`src/rtl/cpsl_pkg.sv`:
```
package cpsl_pkg;

  localparam int CHANNELS   = 4;
  localparam int CH_W       = 2;
  localparam int SPEED_W    = 16;
  localparam int ERR_W      = SPEED_W + 1;
  localparam int GAIN_W     = 16;
  localparam int LIM_W      = 15;
  localparam int FRAC_W     = 8;
  localparam int PROD_W     = GAIN_W + 1 + ERR_W;
  localparam int DPROD_W    = GAIN_W + 1 + ERR_W + 1;
  localparam int INTEG_W    = 32;
  localparam int ISUM_W     = PROD_W + 1;
  localparam int SUM_W      = DPROD_W + 2;
  localparam int DRIVE_W    = 16;
  localparam int CFG_IDX_W  = 3;
  localparam int CFG_DATA_W = 16;

  typedef enum logic [CFG_IDX_W-1:0] {
    REG_PROP_GAIN   = 3'd0,
    REG_INTEG_GAIN  = 3'd1,
    REG_DERIV_GAIN  = 3'd2,
    REG_INTEG_LIMIT = 3'd3,
    REG_DRIVE_LIMIT = 3'd4
  } cfg_reg_t;

  localparam logic [GAIN_W-1:0] PROP_GAIN_RST   = 16'd3328;
  localparam logic [GAIN_W-1:0] INTEG_GAIN_RST  = 16'd0;
  localparam logic [GAIN_W-1:0] DERIV_GAIN_RST  = 16'd768;
  localparam logic [LIM_W-1:0]  INTEG_LIMIT_RST = 15'd8000;
  localparam logic [LIM_W-1:0]  DRIVE_LIMIT_RST = 15'd10000;

  typedef struct packed {
    logic [GAIN_W-1:0] prop_gain;
    logic [GAIN_W-1:0] integ_gain;
    logic [GAIN_W-1:0] deriv_gain;
    logic [LIM_W-1:0]  integ_limit;
    logic [LIM_W-1:0]  drive_limit;
  } cfg_t;

  typedef struct packed {
    logic [CH_W-1:0]           ch;
    logic                      ch_ok;
    logic signed [PROD_W-1:0]  p_term;
    logic signed [PROD_W-1:0]  i_step;
    logic signed [DPROD_W-1:0] d_term;
  } prod_t;

endpackage

```
`src/rtl/cpsl_if.sv`:
```


interface cpsl_cfg_if import cpsl_pkg::*; ();
  logic                  valid;
  logic                  ready;
  logic [CFG_IDX_W-1:0]  index;
  logic [CFG_DATA_W-1:0] data;

  modport source (output valid, index, data, input ready);
  modport sink (input valid, index, data, output ready);
endinterface

```
`src/rtl/cpsl_cfg_regs.sv`:
```
module cpsl_cfg_regs import cpsl_pkg::*; (
  input  logic       clk,
  input  logic       rst_n,
  cpsl_cfg_if.sink   cfg_ch,
  output cfg_t       cfg
);

  cfg_t cfg_r;

  assign cfg_ch.ready = 1'b1;
  assign cfg        = cfg_r;

  always_ff @(posedge clk) begin
    if (!rst_n) begin
      cfg_r.prop_gain   <= PROP_GAIN_RST;
      cfg_r.integ_gain  <= INTEG_GAIN_RST;
      cfg_r.deriv_gain  <= DERIV_GAIN_RST;
      cfg_r.integ_limit <= INTEG_LIMIT_RST;
      cfg_r.drive_limit <= DRIVE_LIMIT_RST;
    end else if (cfg_ch.valid) begin
      case (cfg_ch.index)
        REG_PROP_GAIN:   cfg_r.prop_gain   <= cfg_ch.data[GAIN_W-1:0];
        REG_INTEG_GAIN:  cfg_r.integ_gain  <= cfg_ch.data[GAIN_W-1:0];
        REG_DERIV_GAIN:  cfg_r.deriv_gain  <= cfg_ch.data[GAIN_W-1:0];
        REG_INTEG_LIMIT: cfg_r.integ_limit <= cfg_ch.data[LIM_W-1:0];
        REG_DRIVE_LIMIT: cfg_r.drive_limit <= cfg_ch.data[LIM_W-1:0];
        default: ;
      endcase
    end
  end

endmodule

```
`src/flat_wrapper.sv`:
```
// flat-port wrapper written by rule: the top's interface ports become plain ports
module cpsl_cfg_regs_flat import cpsl_pkg::*;
  (clk, rst_n, cfg, cfg_ch_valid, cfg_ch_index, cfg_ch_data, cfg_ch_ready);
  cpsl_cfg_if cfg_ch_i ();
  input  logic clk;
  input  logic rst_n;
  output cfg_t cfg;
  input wire logic [$bits(cfg_ch_i.valid)-1:0] cfg_ch_valid;
  input wire logic [$bits(cfg_ch_i.index)-1:0] cfg_ch_index;
  input wire logic [$bits(cfg_ch_i.data)-1:0] cfg_ch_data;
  output wire logic [$bits(cfg_ch_i.ready)-1:0] cfg_ch_ready;
  assign cfg_ch_i.valid = cfg_ch_valid;
  assign cfg_ch_i.index = cfg_ch_index;
  assign cfg_ch_i.data = cfg_ch_data;
  assign cfg_ch_ready = cfg_ch_i.ready;
  cpsl_cfg_regs u_core (.clk(clk), .rst_n(rst_n), .cfg_ch(cfg_ch_i), .cfg(cfg));
endmodule
```
`config.mk`:
```
export PLATFORM = sky130hd
export DESIGN_NAME = cpsl_cfg_regs_flat
export DESIGN_NICKNAME = d
export VERILOG_FILES = /design/src/rtl/cpsl_pkg.sv /design/src/rtl/cpsl_if.sv /design/src/rtl/cpsl_cfg_regs.sv /design/src/flat_wrapper.sv
export SDC_FILE = /design/constraint.sdc
export NUM_CORES = 1
export LEC_CHECK = 0
export ABC_AREA = 1
export BUFFER_PORTS_ARGS = -buffer_cell sky130_fd_sc_hd__buf_2
export CORE_MARGIN = 2
export CORE_UTILIZATION = 50
export DETAILED_ROUTE_END_ITERATION = 8
export PLACE_DENSITY = 0.82
export SLEW_MARGIN = 10
export SYNTH_ARGS = -nofsm -noshare
export SYNTH_HDL_FRONTEND = slang
export SYNTH_SLANG_ARGS = --single-unit
export TNS_END_PERCENT = 20
```
`constraint.sdc`:
```
create_clock -name clk -period 1.05 [get_ports clk]
set_input_delay 0.21 -clock clk [delete_from_list [all_inputs] [get_ports clk]]
set_output_delay 0.21 -clock clk [all_outputs]
set_load 0.05 [all_outputs]
```
# Word level (Yosys, flattened, before mapping)
# Cells that the tools add are included.
[word_totals]
register_bits = 78
latch_bits = 0
ram_bits = 0
rom_bits = 0
out_inout_bits = 79
elab_cells = 15
n_memories = 0
[op_classes]
add_sub_neg = 0
mul = 0
div = 0
n_lt_le_gt_ge = 0
eq_ne = 4
n_shift = 0
muxes = 0
bitwise_logic = 0
reduce_logical = 6
[op_table]
columns = ["op", "n"]
rows = [
  ["2-bit AND reduction", 5],
  ["3-bit by 2-bit equality test with 1-bit output, second input constant", 2],
  ["3-bit by 1-bit equality test with 1-bit output, second input constant", 1],
  ["3-bit equality test, second input constant", 1],
  ["3-bit zero test", 1],
]

# Logic depth before layout (Yosys ltp)
[logic_depth]
ltp_word = 2
ltp_mapped = 6
mapped_depth_nobuf = 5

# Worst setup path before layout
# OpenSTA, ideal clock, no wires.
[synth_timing]
path_type = "input to register"
start = "in rst_n"
end = "reg u_core.cfg_r (netlist bit u_core.cfg[10])"
setup_time_ns = 0.130
t_arrival_ns = 0.873
required_ns = 0.920
slack_ns = 0.047
stages = 4
n_path_buf = 3
path_cell_list = "buf_2 buf_2 clkbuf_1 nand3_1"
[synth_lines]
columns = ["item", "line_no", "rtl"]
rows = [
  ["from (decl)", "flat_wrapper.sv:6", "input logic rst_n;"],
  ["to (decl)", "cpsl_cfg_regs.sv:8", "cfg_t cfg_r;"],
]
# No word-level cell between the ends.

# Worst setup path in the final report
[layout_timing]
start = "reg u_core.cfg_r (netlist bit u_core.cfg[77])"
end = "out cfg[77] (netlist bit)"
[layout_lines]
columns = ["item", "line_no", "rtl"]
rows = [
  ["to (decl)", "flat_wrapper.sv:7", "output cfg_t cfg;"],
]
# No word-level cell between the ends.

==> flow_metrics.env <==
export IMPL_synth_area_top_cells="dfxtp_1 50%, nor2_1 15%, nand3_1 13%, nand2_1 12%, inv_1 2.4%"
export IMPL_fmax_ghz=0.9092
export IMPL_hold_path_class="in -> reg"
export IMPL_post_synth_top_count_cell="nor2_1"
export IMPL_grt_pass1_wl_um=15070
export IMPL_cp_top_family="flip-flops"
export IMPL_cp_num_buf_inv=1
export IMPL_ios=101
export IMPL_fin_area_mm2=0.004846
export IMPL_largest_reg_flops=78
export IMPL_crit_path_cell_trace="buf_8"
export IMPL_start_util=0.5209
export IMPL_synth_top_area_cell="dfxtp_1"
export IMPL_drc_errors=0
export IMPL_grt_usage=0.2726
export IMPL_violations="negative setup slack"
export IMPL_antenna_found_initial=0
export IMPL_worstSkewPairLatency_ns=0.35
export IMPL_synthSimpleGateAreaFrac=0.4278
export IMPL_cp_required_ns=0.84
export IMPL_async_flop_share=0
export IMPL_dp_cells=606
export IMPL_critPathMaxFanout=2
export IMPL_fp_dieW_um=83
export IMPL_fin_cells=625
export IMPL_yosys_area_share_adder=0
export IMPL_synth_xor_area_frac=0
export IMPL_hold_viol_final=0
export IMPL_io_buffers=99
export IMPL_antenna_cells=0
export IMPL_rsz0062_at_grt="yes"
export IMPL_drive_above_1_share=0.4036
export IMPL_place_area_mm2=0.003780
export IMPL_skew_ns=0
export IMPL_hold_buffers=0
export IMPL_ys_seq_area_frac=0.5004
export IMPL_cts_buffers=9
export IMPL_synth_cell_type_count=15
export IMPL_ant_nets=0
export IMPL_synth_edf_count=0
export IMPL_grt_pass1_vias=3143
export IMPL_fill_cells=369
export IMPL_overflow=0
export IMPL_min_period_ns=1.100
export IMPL_detail_route_wl_per_cell_um=15.90
export IMPL_worstHoldStart="cfg_ch_data[11]"
export IMPL_synth_seq_cells=78
export IMPL_period_share=1.048
export IMPL_regToRegSetupSlack_ns=0.29
export IMPL_die_h_um=83
export IMPL_synth_avg_cell_area_um2=7.076
export IMPL_yosys_warnings=0
export IMPL_cp_slowest_stage_delay_ns=0.38
export IMPL_cpMaxStageDelayCell="dfxtp_2"
export IMPL_worstPathArrival_ns=0.89
export IMPL_power_density_mw_per_mm2=1404
export IMPL_routed_wirelength_um=9939
export IMPL_syn_nets=463
export IMPL_netlist_area_leader_share=0.5004
export IMPL_grt_max_degree=46
export IMPL_slew_viol_final=0
export IMPL_final_nets=567
export IMPL_rows=28
export IMPL_clock_path_buffers=2
export IMPL_holdWs_ns=0.08994
export IMPL_path_class="reg -> out"
export IMPL_maxCapViolCount=0
export IMPL_cts_root_buf="clkbuf_8"
export IMPL_p_leak_nw=2.224
export IMPL_synthFlopType="dfxtp_1"
export IMPL_status="finished with violations"
export IMPL_clock_sinks=78
export IMPL_synth_area_mux_share=0
export IMPL_startpoint="u_core.cfg[77]"
export IMPL_setup_violations=72
export IMPL_post_drt_via_cell_ratio=5.358
export IMPL_ir_drop_uv=1047
export IMPL_cts_clk_slew_worst_paths_ns=0.09
export IMPL_hpwl_um=5967
export IMPL_r2r_start="u_core.cfg[76]"
export IMPL_synth_area_mm2=0.003120
export IMPL_start_kind="register"
export IMPL_power_total_mw=6.803
export IMPL_die_area_mm2=0.006889
export IMPL_ys_top_cells_by_count="124 x nor2_1, 103 x nand2_1, 78 x dfxtp_1, 78 x nand3_1, 20 x inv_1"
export IMPL_coreArea_mm2=0.005991
export IMPL_worst_slack_ns=-0.04989
export IMPL_drt_pre_antenna_iters=5
export IMPL_htreeDepth=3
export IMPL_synth_compound_area_share=0
export IMPL_vias=3349
export IMPL_syn2layout_area_growth_pct=55.29
export IMPL_cts_tree="yes"
export IMPL_synth_top_family_by_area="simple AND/OR/NAND/NOR gates"
export IMPL_drt_iter0_drc=242
export IMPL_routabilityCongestion=0.8388
export IMPL_cp_end_kind="primary output"
export IMPL_synth_cells=441
## layout make-up
class	instances	area, um2	area share
Sequential cell	78	1662	0.3429
Timing Repair Buffer	118	1469	0.3031
Multi-Input combinational cell	316	1339	0.2763
Clock buffer	12	155.1	0.03202
Tap cell	75	93.84	0.01936
Inverter	22	82.58	0.01704
Clock inverter	4	45.04	0.009295
## per-layer routing
metal,track usage,wire [um],vias to the layer above
met1,0.3308,3782,1560
met4,0.1103,256,0
met5,0,0,-
met3,0.08151,814,33
li1,-,-,1577
met2,0.4516,5086,179
## stage by stage
stage               setup slack, ns  setup TNS, ns  utilization
floorplan                   0.04702              0            -
global placement            -0.1071         -5.060       0.6310
detailed placement          -0.1493         -7.561       0.6310
CTS                        -0.03319        -0.8713       0.7903
global route               -0.06373         -3.204       0.8089
finish                     -0.04989         -1.239       0.8089
## what timing repair did
item                                    4_1_cts  5_1_grt
setup buffers                                 1        2
pin swaps                                     0        0
endpoints found under the setup margin       78       78
resized for setup                           277       26
cloned                                        0        0
endpoints found under the hold margin         0        0
## power breakdown
part	internal, mW	switching [mW]	total (mW)
clock	1.22	1.11	2.33
sequential	3.08	0.101	3.18
combinational	0.485	0.809	1.29
## worst paths after layout
kind                                  endpoint  depth (start not counted)
worst max-delay path                   cfg[77]                          1
worst min-delay path            u_core.cfg[73]                          3
worst max register to register  u_core.cfg[76]                          3
worst min register to register  u_core.cfg[26]                          2
## placed cells by master, fill, tap and decap left out
cell and count:
buf_12 7, buf_2 21, buf_4 12, buf_6 10
buf_8 68, bufinv_16 1, clkbuf_1 1, clkbuf_8 11
clkinv_1 1, clkinv_2 3, conb_1 1, dfxtp_2 77
dfxtp_4 1, inv_1 20, inv_2 1, nand2_1 103
nand2_2 1, nand3_1 78, nor2_1 124, nor2_2 3
nor2_4 6
## kinds of logic (layout without fill, tap and decap cells)
| kind of cell | after synthesis | in the layout |
|---|---|---|
| buffers and inverters | 47 | 156 |
| flip-flops | 78 | 78 |
| other | 1 | 1 |
| AND/OR/NAND/NOR | 315 | 315 |
Note: power is estimated with default switching activity, not from simulation.
