$ cat config.mk
export PLATFORM = sky130hd
export DESIGN_NAME = cpsl_accum_stage_flat
export DESIGN_NICKNAME = d
export VERILOG_FILES = /design/src/rtl/cpsl_pkg.sv /design/src/rtl/cpsl_if.sv /design/src/rtl/cpsl_accum_stage.sv /design/src/flat_wrapper.sv
export SDC_FILE = /design/constraint.sdc
export NUM_CORES = 1
export LEC_CHECK = 0
export BUFFER_PORTS_ARGS = -buffer_cell sky130_fd_sc_hd__buf_2
export CORE_MARGIN = 3
export CORE_UTILIZATION = 54
export DETAILED_ROUTE_END_ITERATION = 8
export HOLD_SLACK_MARGIN = 0.02
export PLACE_DENSITY = 0.85
export SYNTH_ARGS = -nofsm -noshare
export SYNTH_HDL_FRONTEND = slang
export SYNTH_SLANG_ARGS = --single-unit
$ cat constraint.sdc
create_clock -name clk -period 14.85 [get_ports clk]
set_clock_uncertainty 0.15 [all_clocks]
set_input_delay 2.2275 -clock clk [delete_from_list [all_inputs] [get_ports clk]]
set_output_delay 2.2275 -clock clk [all_outputs]
set_load 0.01 [all_outputs]
$ cat src/rtl/cpsl_pkg.sv
package cpsl_pkg;

  localparam int CHANNELS   = 4;
  localparam int CH_W       = 2;
  localparam int SPEED_W    = 16;
  localparam int ERR_W      = SPEED_W + 1;
  localparam int GAIN_W     = 16;
  localparam int LIM_W      = 15;
  localparam int FRAC_W     = 8;
  localparam int PROD_W     = GAIN_W + 1 + ERR_W;
  localparam int DPROD_W    = GAIN_W + 1 + ERR_W + 1;
  localparam int INTEG_W    = 32;
  localparam int ISUM_W     = PROD_W + 1;
  localparam int SUM_W      = DPROD_W + 2;
  localparam int DRIVE_W    = 16;
  localparam int CFG_IDX_W  = 3;
  localparam int CFG_DATA_W = 16;

  typedef enum logic [CFG_IDX_W-1:0] {
    REG_PROP_GAIN   = 3'd0,
    REG_INTEG_GAIN  = 3'd1,
    REG_DERIV_GAIN  = 3'd2,
    REG_INTEG_LIMIT = 3'd3,
    REG_DRIVE_LIMIT = 3'd4
  } cfg_reg_t;

  localparam logic [GAIN_W-1:0] PROP_GAIN_RST   = 16'd3328;
  localparam logic [GAIN_W-1:0] INTEG_GAIN_RST  = 16'd0;
  localparam logic [GAIN_W-1:0] DERIV_GAIN_RST  = 16'd768;
  localparam logic [LIM_W-1:0]  INTEG_LIMIT_RST = 15'd8000;
  localparam logic [LIM_W-1:0]  DRIVE_LIMIT_RST = 15'd10000;

  typedef struct packed {
    logic [GAIN_W-1:0] prop_gain;
    logic [GAIN_W-1:0] integ_gain;
    logic [GAIN_W-1:0] deriv_gain;
    logic [LIM_W-1:0]  integ_limit;
    logic [LIM_W-1:0]  drive_limit;
  } cfg_t;

  typedef struct packed {
    logic [CH_W-1:0]           ch;
    logic                      ch_ok;
    logic signed [PROD_W-1:0]  p_term;
    logic signed [PROD_W-1:0]  i_step;
    logic signed [DPROD_W-1:0] d_term;
  } prod_t;

endpackage

$ cat src/rtl/cpsl_if.sv


interface cpsl_out_if import cpsl_pkg::*; ();
  logic                      valid;
  logic                      ready;
  logic signed [DRIVE_W-1:0] drive;

  modport source (output valid, drive, input ready);
  modport sink (input valid, drive, output ready);
endinterface


$ cat src/rtl/cpsl_accum_stage.sv
module cpsl_accum_stage import cpsl_pkg::*; (
  input  logic       clk,
  input  logic       rst_n,
  input  prod_t      prod,
  input  logic       prod_valid,
  output logic       prod_ready,
  input  cfg_t       cfg,
  cpsl_out_if.source out_ch
);

  logic [CHANNELS-1:0][INTEG_W-1:0] integ_r;
  logic                             out_valid_r;
  logic signed [DRIVE_W-1:0]        drive_r;
  logic signed [DRIVE_W-1:0]        drive_nxt;

  logic                       adv;
  logic signed [INTEG_W-1:0]  integ_cur;
  logic signed [ISUM_W-1:0]   integ_raw;
  logic signed [ISUM_W-1:0]   integ_lim;
  logic signed [ISUM_W-1:0]   integ_clip;
  logic signed [INTEG_W-1:0]  integ_new;
  logic signed [SUM_W-1:0]    sum_raw;
  logic signed [SUM_W-1:0]    sum_lim;
  logic signed [SUM_W-1:0]    sum_clip;
  logic signed [SUM_W-1:0]    sum_adj;

  assign prod_ready   = !out_valid_r || out_ch.ready;
  assign adv          = prod_valid && prod_ready;
  assign out_ch.valid = out_valid_r;
  assign out_ch.drive = drive_r;

  always_comb begin
    integ_cur = $signed(integ_r[prod.ch]);
    integ_raw = ISUM_W'(integ_cur) + ISUM_W'(prod.i_step);
    integ_lim = $signed({{(ISUM_W - LIM_W - FRAC_W){1'b0}}, cfg.integ_limit,
                         {FRAC_W{1'b0}}});
    if (integ_raw > integ_lim) begin
      integ_clip = integ_lim;
    end else if (integ_raw < -integ_lim) begin
      integ_clip = -integ_lim;
    end else begin
      integ_clip = integ_raw;
    end
    integ_new = INTEG_W'(integ_clip);

    sum_raw = SUM_W'(prod.p_term) + SUM_W'(integ_new) + SUM_W'(prod.d_term);
    sum_lim = $signed({{(SUM_W - LIM_W - FRAC_W){1'b0}}, cfg.drive_limit,
                       {FRAC_W{1'b0}}});
    if (sum_raw > sum_lim) begin
      sum_clip = sum_lim;
    end else if (sum_raw < -sum_lim) begin
      sum_clip = -sum_lim;
    end else begin
      sum_clip = sum_raw;
    end

    // Negative sums are biased so the shift truncates toward zero.
    sum_adj = sum_clip + $signed(SUM_W'({FRAC_W{sum_clip[SUM_W-1]}}));
    if (prod.ch_ok) begin
      drive_nxt = sum_adj[FRAC_W +: DRIVE_W];
    end else begin
      drive_nxt = '0;
    end
  end

  always_ff @(posedge clk) begin
    if (!rst_n) begin
      integ_r <= '0;
    end else if (adv && prod.ch_ok) begin
      integ_r[prod.ch] <= integ_new;
    end
  end

  always_ff @(posedge clk) begin
    if (!rst_n) begin
      out_valid_r <= 1'b0;
    end else if (adv) begin
      out_valid_r <= 1'b1;
    end else if (out_ch.ready) begin
      out_valid_r <= 1'b0;
    end
  end

  always_ff @(posedge clk) begin
    if (adv) begin
      drive_r <= drive_nxt;
    end
  end

  a_integ_hold: assert property (
    @(posedge clk) disable iff (!rst_n)
    !adv |=> $stable(integ_r)
  ) else $error("Integrator changed without a beat leaving the product stage.");

  a_bad_channel_zero: assert property (
    @(posedge clk) disable iff (!rst_n)
    (adv && !prod.ch_ok) |=> (out_valid_r && drive_r == '0)
  ) else $error("Beat for an unused channel did not give a zero drive.");

endmodule
$ cat src/flat_wrapper.sv
// flat-port wrapper written by rule: the top's interface ports become plain ports
module cpsl_accum_stage_flat import cpsl_pkg::*;
  (clk, rst_n, prod, prod_valid, prod_ready, cfg, out_ch_valid, out_ch_drive, out_ch_ready);
  cpsl_out_if out_ch_i ();
  input  logic clk;
  input  logic rst_n;
  input  prod_t prod;
  input  logic prod_valid;
  output logic prod_ready;
  input  cfg_t cfg;
  output wire logic [$bits(out_ch_i.valid)-1:0] out_ch_valid;
  output wire logic [$bits(out_ch_i.drive)-1:0] out_ch_drive;
  input wire logic [$bits(out_ch_i.ready)-1:0] out_ch_ready;
  assign out_ch_valid = out_ch_i.valid;
  assign out_ch_drive = out_ch_i.drive;
  assign out_ch_i.ready = out_ch_ready;
  cpsl_accum_stage u_core (.clk(clk), .rst_n(rst_n), .prod(prod), .prod_valid(prod_valid), .prod_ready(prod_ready), .cfg(cfg), .out_ch(out_ch_i));
endmodule
## Yosys cells after proc, flatten, opt, wreduce, memory -nomap -nowiden

Index checks and enable logic that the tools add are counted.
Widths: inputs -> output; s select.

- Input bits: 188
- Memory bits (read-only): 0
- Memories kept: 0
- Latch bits: 0
- Output and inout port bits: 18
- Flip-flop bits (word level): 145
- Memory bits (writable): 0

- Bitwise operators: 0
- Add/sub/neg operators: 6
- $lt $le $gt $ge: 6
- Div/mod/pow operators: 0
- Equality and inequality tests: 0
- Shift operators: 0
- $mul: 0
- Muxes and demuxes: 11
- Reductions and logical operators: 6

Operators with widths:

| kind | number |
|---|---|
| $bwmux 128 | 1 |
| $mux 32 | 4 |
| $mux 37 | 2 |
| $bmux 32 s2 | 1 |
| $demux 32 s2 | 1 |
| $gt 37x24->1 | 1 |
| $lt 37x37->1 | 1 |
| $neg 23->37 | 1 |
| $add 35x35->36 | 1 |
| $add 32x34->35 | 1 |
| $add 34x32->35 | 1 |
| $gt 35x24->1 | 1 |
| $lt 35x35->1 | 1 |
| $neg 23->35 | 1 |
| $add 24x9->24 | 1 |
| $logic_and 1x1->1 | 3 |
| $lt 2x3->1 const B | 1 |
| $ge 2x1->1 const B | 1 |
| $mux 1 | 2 |
| $reduce_bool 2->1 | 1 |
| $logic_not 1->1 | 1 |
| $logic_or 1x1->1 | 1 |

## Depth between registers and ports, before layout

- Word-level depth: 12
- Depth in mapped cells: 62

## Least setup slack after synthesis

OpenSTA, ideal clock, no wires.

- Path type: input -> register
- From: input prod[104] in the netlist's numbering
- To: register u_core.drive_r[4], in the netlist u_core.out_ch.drive[4], data pin
- Data required time: 14.553 ns
- Stages on the path: 55
- Arrival: 15.429 ns
- Slack: -0.876 ns
- Buffers on the path: 4
- Path through: clkbuf_1 buf_1 mux4_2 ha_1 fa_1 a211oi_1 nor3b_1 o211a_1 or2_2 a21o_1 a21oi_1 xnor2_1 ha_1 nand3_1 or3_1 or4_1 or4_1 nor4_1 [19 not listed] nor3_1 o2111ai_1 a221oi_1 o211ai_1 nor4b_2 nand3_1 o21ai_0 a21boi_0 ha_1 o21a_1 o21ai_0 nand2b_1 a21oi_1 or4_4 a21oi_4 or3b_1 or3_1 a21oi_1

- Word-level cells in the longest chain between the ends: 12
- Elaborated cells on any way between the ends: 14
- Classes of those cells: add/sub: 4; order compare: 4; mux: 6

RTL lines:

| what | RTL line | RTL |
|---|---|---|
| start: declaration | flat_wrapper.sv:7 | `input prod_t prod;` |
| $bmux 32 s2 (*) | cpsl_accum_stage.sv:33 | `integ_cur = $signed(integ_r[prod.ch]);` |
| $mux 32 (implied by the code) (*) | cpsl_accum_stage.sv:33 |  |
| $add 32x34->35 (*) | cpsl_accum_stage.sv:34 | `integ_raw = ISUM_W'(integ_cur) + ISUM_W'(prod.i_step);` |
| $lt 35x35->1 | cpsl_accum_stage.sv:39 | `end else if (integ_raw < -integ_lim) begin` |
| $mux 32 | cpsl_accum_stage.sv:39 |  |
| $mux 32 (*) | cpsl_accum_stage.sv:37 | `if (integ_raw > integ_lim) begin` |
| $add 34x32->35 (*) | cpsl_accum_stage.sv:46 | `sum_raw = SUM_W'(prod.p_term) + SUM_W'(integ_new) + SUM_W'(prod.d_term);` |
| $add 35x35->36 (*) | cpsl_accum_stage.sv:46 |  |
| $lt 37x37->1 | cpsl_accum_stage.sv:51 | `end else if (sum_raw < -sum_lim) begin` |
| $mux 37 | cpsl_accum_stage.sv:51 |  |
| $mux 37 (*) | cpsl_accum_stage.sv:49 | `if (sum_raw > sum_lim) begin` |
| $add 24x9->24 (*) | cpsl_accum_stage.sv:58 | `sum_adj = sum_clip + $signed(SUM_W'({FRAC_W{sum_clip[SUM_W-1]}}));` |
| end signal: assignment | cpsl_accum_stage.sv:86 | `drive_r <= drive_nxt;` |
| end: declaration | cpsl_accum_stage.sv:13 | `logic signed [DRIVE_W-1:0] drive_r;` |

Mark *: on every way between the ends. The rest lies on a longest branch, timed or not. The select of a mux whose other input is x is not followed.
A chain may end at the register's enable or synchronous reset.

## Final worst setup path

- From: input prod[104] in the netlist's numbering
- To: register u_core.drive_r[4], in the netlist u_core.out_ch.drive[4], data pin

- Word-level cells in the longest chain between the ends: 12
- Elaborated cells on any way between the ends: 14
- Classes of those cells: add/sub: 4; order compare: 4; mux: 6

RTL lines:

| what | RTL line | RTL |
|---|---|---|
| $bmux 32 s2 (*) | cpsl_accum_stage.sv:33 |  |
| $mux 32 (implied by the code) (*) | cpsl_accum_stage.sv:33 |  |
| $add 32x34->35 (*) | cpsl_accum_stage.sv:34 |  |
| $lt 35x35->1 | cpsl_accum_stage.sv:39 |  |
| $mux 32 | cpsl_accum_stage.sv:39 |  |
| $mux 32 (*) | cpsl_accum_stage.sv:37 |  |
| named net u_core.integ_clip[6] | cpsl_accum_stage.sv:20 | `logic signed [ISUM_W-1:0] integ_clip;` |
| $add 34x32->35 (*) | cpsl_accum_stage.sv:46 |  |
| $add 35x35->36 (*) | cpsl_accum_stage.sv:46 |  |
| $lt 37x37->1 | cpsl_accum_stage.sv:51 |  |
| $mux 37 | cpsl_accum_stage.sv:51 |  |
| $mux 37 (*) | cpsl_accum_stage.sv:49 |  |
| $add 24x9->24 (*) | cpsl_accum_stage.sv:58 |  |

The timed path passes the listed nets; every way through them passes the cells marked *. The select of a mux whose other input is x is not followed.

==> flow_summary.ini <==
[sta]
fmax_mhz = 67.3
setup_viol = 1
worst_pin_slew_ns = 1.07
period_share_pct = 100
period_minus_slack_ns = 14.87
hold_viol_final = 0
rsz0062_at_grt = true
worst_slack_ns = -0.0157
finalMaxSlewViolations = 0
max_slew_margin_pct = 28.4
hold_ws_ns = 0.327

[final_layout]
fin_util_pct = 74.0
layout.nets = 2691
layout_commonest_cell = buf_4
multi_input_area_um2 = 11800
layout-drive-gt1-share_pct = 31.9
syn_to_final_growth_pct = 34.2
final-seq-area_um2 = 3060
layout_common_cells = 357 x buf_4, 207 x nand2_1, 155 x buf_2
nFillCells = 1734
antenna_cells = 0

[setup_path]
startpoint = prod[104]
rrSetupSlack_ns = 1.63
worstReg2RegStart = u_core.integ_r[96]
cp_data_arrival_time_ns = 15.03
rr_worst_depth = 57
worst-endpoint-required_ns = 15.01
cp_slowest_cell = mux4_2
end_kind = flip-flop
path_max_fanout = 11
crit_path_max_incr_delay_ns = 0.53
worst-path-buf-inv = 10
rr_endpoint = u_core.out_ch.drive[4]
start_kind = input port
crit_family = simple AND/OR/NAND/NOR gates
criticalPathCategory = in2reg

[power_and_ir_drop]
power.density_nw_per_um2 = 124
leakagePower_nw = 9.12
ir_drop_mv = 0.105

[synth]
synthDistinctLibCells = 86
synth-simple-area-share_pct = 19.7
synthAdderAreaFrac_pct = 18.5
synthMuxAreaShare_pct = 7.41
syn_avg_cell_area_um2 = 8.11
synth_compound_area_share_pct = 23.6
ys_warn_count = 0
synth_cells = 1843
ys_seq_area_share_pct = 20.5
synth_nets = 2230
ys_seq_elements = 145
synthXorXnorAreaFrac_pct = 4.77
synthFlopType = dfxtp_1
synth_top_family_by_area = compound AO/OA/AOI/OAI gates
synth-edff-count = 16
synth_area_um2 = 14900
synthArstFlopShare_pct = 0

[floorplanning]
die-area_um2 = 29700
coreArea_um2 = 27100
fp-row-count = 60
start_util_pct = 55.2
die_height_um = 172
die_w_um = 172
ios = 206

[status]
violations = design-rule violations, negative setup slack
status = complete, but fails checks

[routing]
vias = 17400
remaining_drc_errors = 1
dr.pass1.iters = 9
drtIter0Drc = 2394
wl_per_cell_um = 21.4
ant_nets = 0
viasPerCell = 6.49
drt-total-wl_um = 57600

[global_route]
overflow = 0
grt_max_degree = 117
grt_pass1_vias = 16500
grt_pass1_wl_um = 78700
grt_usage_pct = 32.7
antenna_found_initial = 0

[cts]
cts.sinks = 145
tritoncts = done
cts_buffer_depth = 2
htree_levels = 4
clk_latency_ns = 0.46
root_buffer = clkbuf_16
numCtsBuffers = 17
clkTransAtPathRegs_ns = 0.07

[flow_run]
cap_violations = 0

[hold_path]
hold_path_end = u_core.integ_r[49]
hold_start = u_core.integ_r[49]
whs_path_depth = 2
hold_path_class = reg2reg

[placement]
io_buffer_count = 157
dpl.hpwl_um = 38000
gp_congestion = 0.992
-- kinds of logic (layout without fill, tap and decap cells) --
group	after synthesis	in the layout
and+or+nand+nor	612	612
buffers and inverters	217	691
DFF	145	145
muxes	70	70
AOI/OAI and AO/OA	521	521
xor gates and xnor gates	79	79
adders and majority gates	199	199
-- area by class of cell --
class                   count  share of cell area [%]
clock inverters            14                   0.711
inverters                 134                    2.51
clock buffers              18                    2.19
repair buffers            525                    18.1
multi-input cells        1481                    58.9
well taps                 372                    2.32
flip-flops and latches    145                    15.3
-- repair_timing --
item / 4_1_cts / 5_1_grt
hold buffers: 0 / 0
setup buffers: 12 / 17
gates resized for setup: 37 / 118
pin swaps: 25 / 48
setup endpoints to repair: 16 / 16
endpoints found under the hold margin: 0 / 0
-- routing by layer --
metal  vias up  global-route usage (%)  share of wire [%]
li1       7670                       -                  -
met1      8077                    40.1                 37
met2      1307                    56.7                 47
met3       388                    4.46                9.5
met4         0                    16.0                7.2
met5         -                       0                  0
-- power by group --
group          internal [mW]  leakage [nW]  switching (mW)
Combinational          0.763          7.64           0.853
Sequential             0.419          1.20         0.00757
Clock                  0.227         0.280           0.208
-- through the flow --
stage	std cells	instance area [um^2]	setup WS, ns	power (mW)	setup TNS, ns
2_1_floorplan	1843	15000	0.0731	1.24	0
3_3_place_gp	2628	18500	-0.838	1.78	-9.59
3_5_place_dp	2628	18500	-1.24	1.83	-16.30
4_1_cts	2672	19300	0.000881	2.30	0
5_1_grt	2689	20100	-0.417	2.61	-3.84
6_report	2689	20100	-0.0157	2.48	-0.0157
-- worst reg2reg max path: cells and delay by family, from the launching register on --
family	cells	cell delay [ns]
mux	1	0.50
compound gates	18	3.10
fa+ha+maj	7	2.10
flops	1	0.33
buf+inv	7	1.05
xor+xnor	2	0.28
simple gates	22	5.59
-- how the worst max path moves through the flow --
stage                                         to  slack, ns  cells after the start
after floorplan           u_core.out_ch.drive[4]       0.07                     55
after global placement    u_core.out_ch.drive[4]      -0.84                     54
after detailed placement  u_core.out_ch.drive[4]      -1.24                     54
after CTS                 u_core.out_ch.drive[4]     0.0009                     57
after global routing      u_core.out_ch.drive[4]      -0.42                     63
final                     u_core.out_ch.drive[4]      -0.02                     61
-- state kept, by name (all words and copies together) (netlist names) --
signal               count
u_core.integ_r         128
u_core.out_ch.drive     16
u_core.out_ch.valid      1
-- cell usage after synthesis (all sizes together) (5+ instances only) --
cell | count | share of area [%]
xor2 | 21 | 1.3
or3 | 14 | 0.59
dfxtp | 129 | 17
o21bai | 19 | 0.95
ha | 162 | 14
nand2b | 7 | 0.29
and4 | 8 | 0.47
nor2b | 8 | 0.33
xnor2 | 57 | 3.3
o211ai | 16 | 0.80
a211oi | 17 | 0.85
and2 | 27 | 1.1
a21oi | 115 | 4.0
fa | 37 | 5.0
o21ai | 130 | 4.4
edfxtp | 16 | 3.2
mux2 | 5 | 0.38
a221oi | 6 | 0.35
buf | 13 | 0.43
or4 | 12 | 0.65
a211o | 5 | 0.29
and3 | 12 | 0.54
nand3 | 87 | 2.9
nor3 | 43 | 1.4
or2 | 8 | 0.33
mux4 | 32 | 4.8
o221ai | 8 | 0.47
o2111ai | 7 | 0.57
o31ai | 19 | 0.95
a32o | 19 | 1.3
o21ba | 5 | 0.33
nor4 | 19 | 0.80
a31oi | 16 | 0.71
a21o | 40 | 2.0
o21a | 17 | 0.85
clkbuf | 70 | 1.8
inv | 132 | 3.3
nand2 | 210 | 5.3
nand4 | 28 | 1.2
a21boi | 44 | 2.2
mux2i | 33 | 2.2
nor2 | 117 | 2.9
Power figures use the tool's default switching activity.
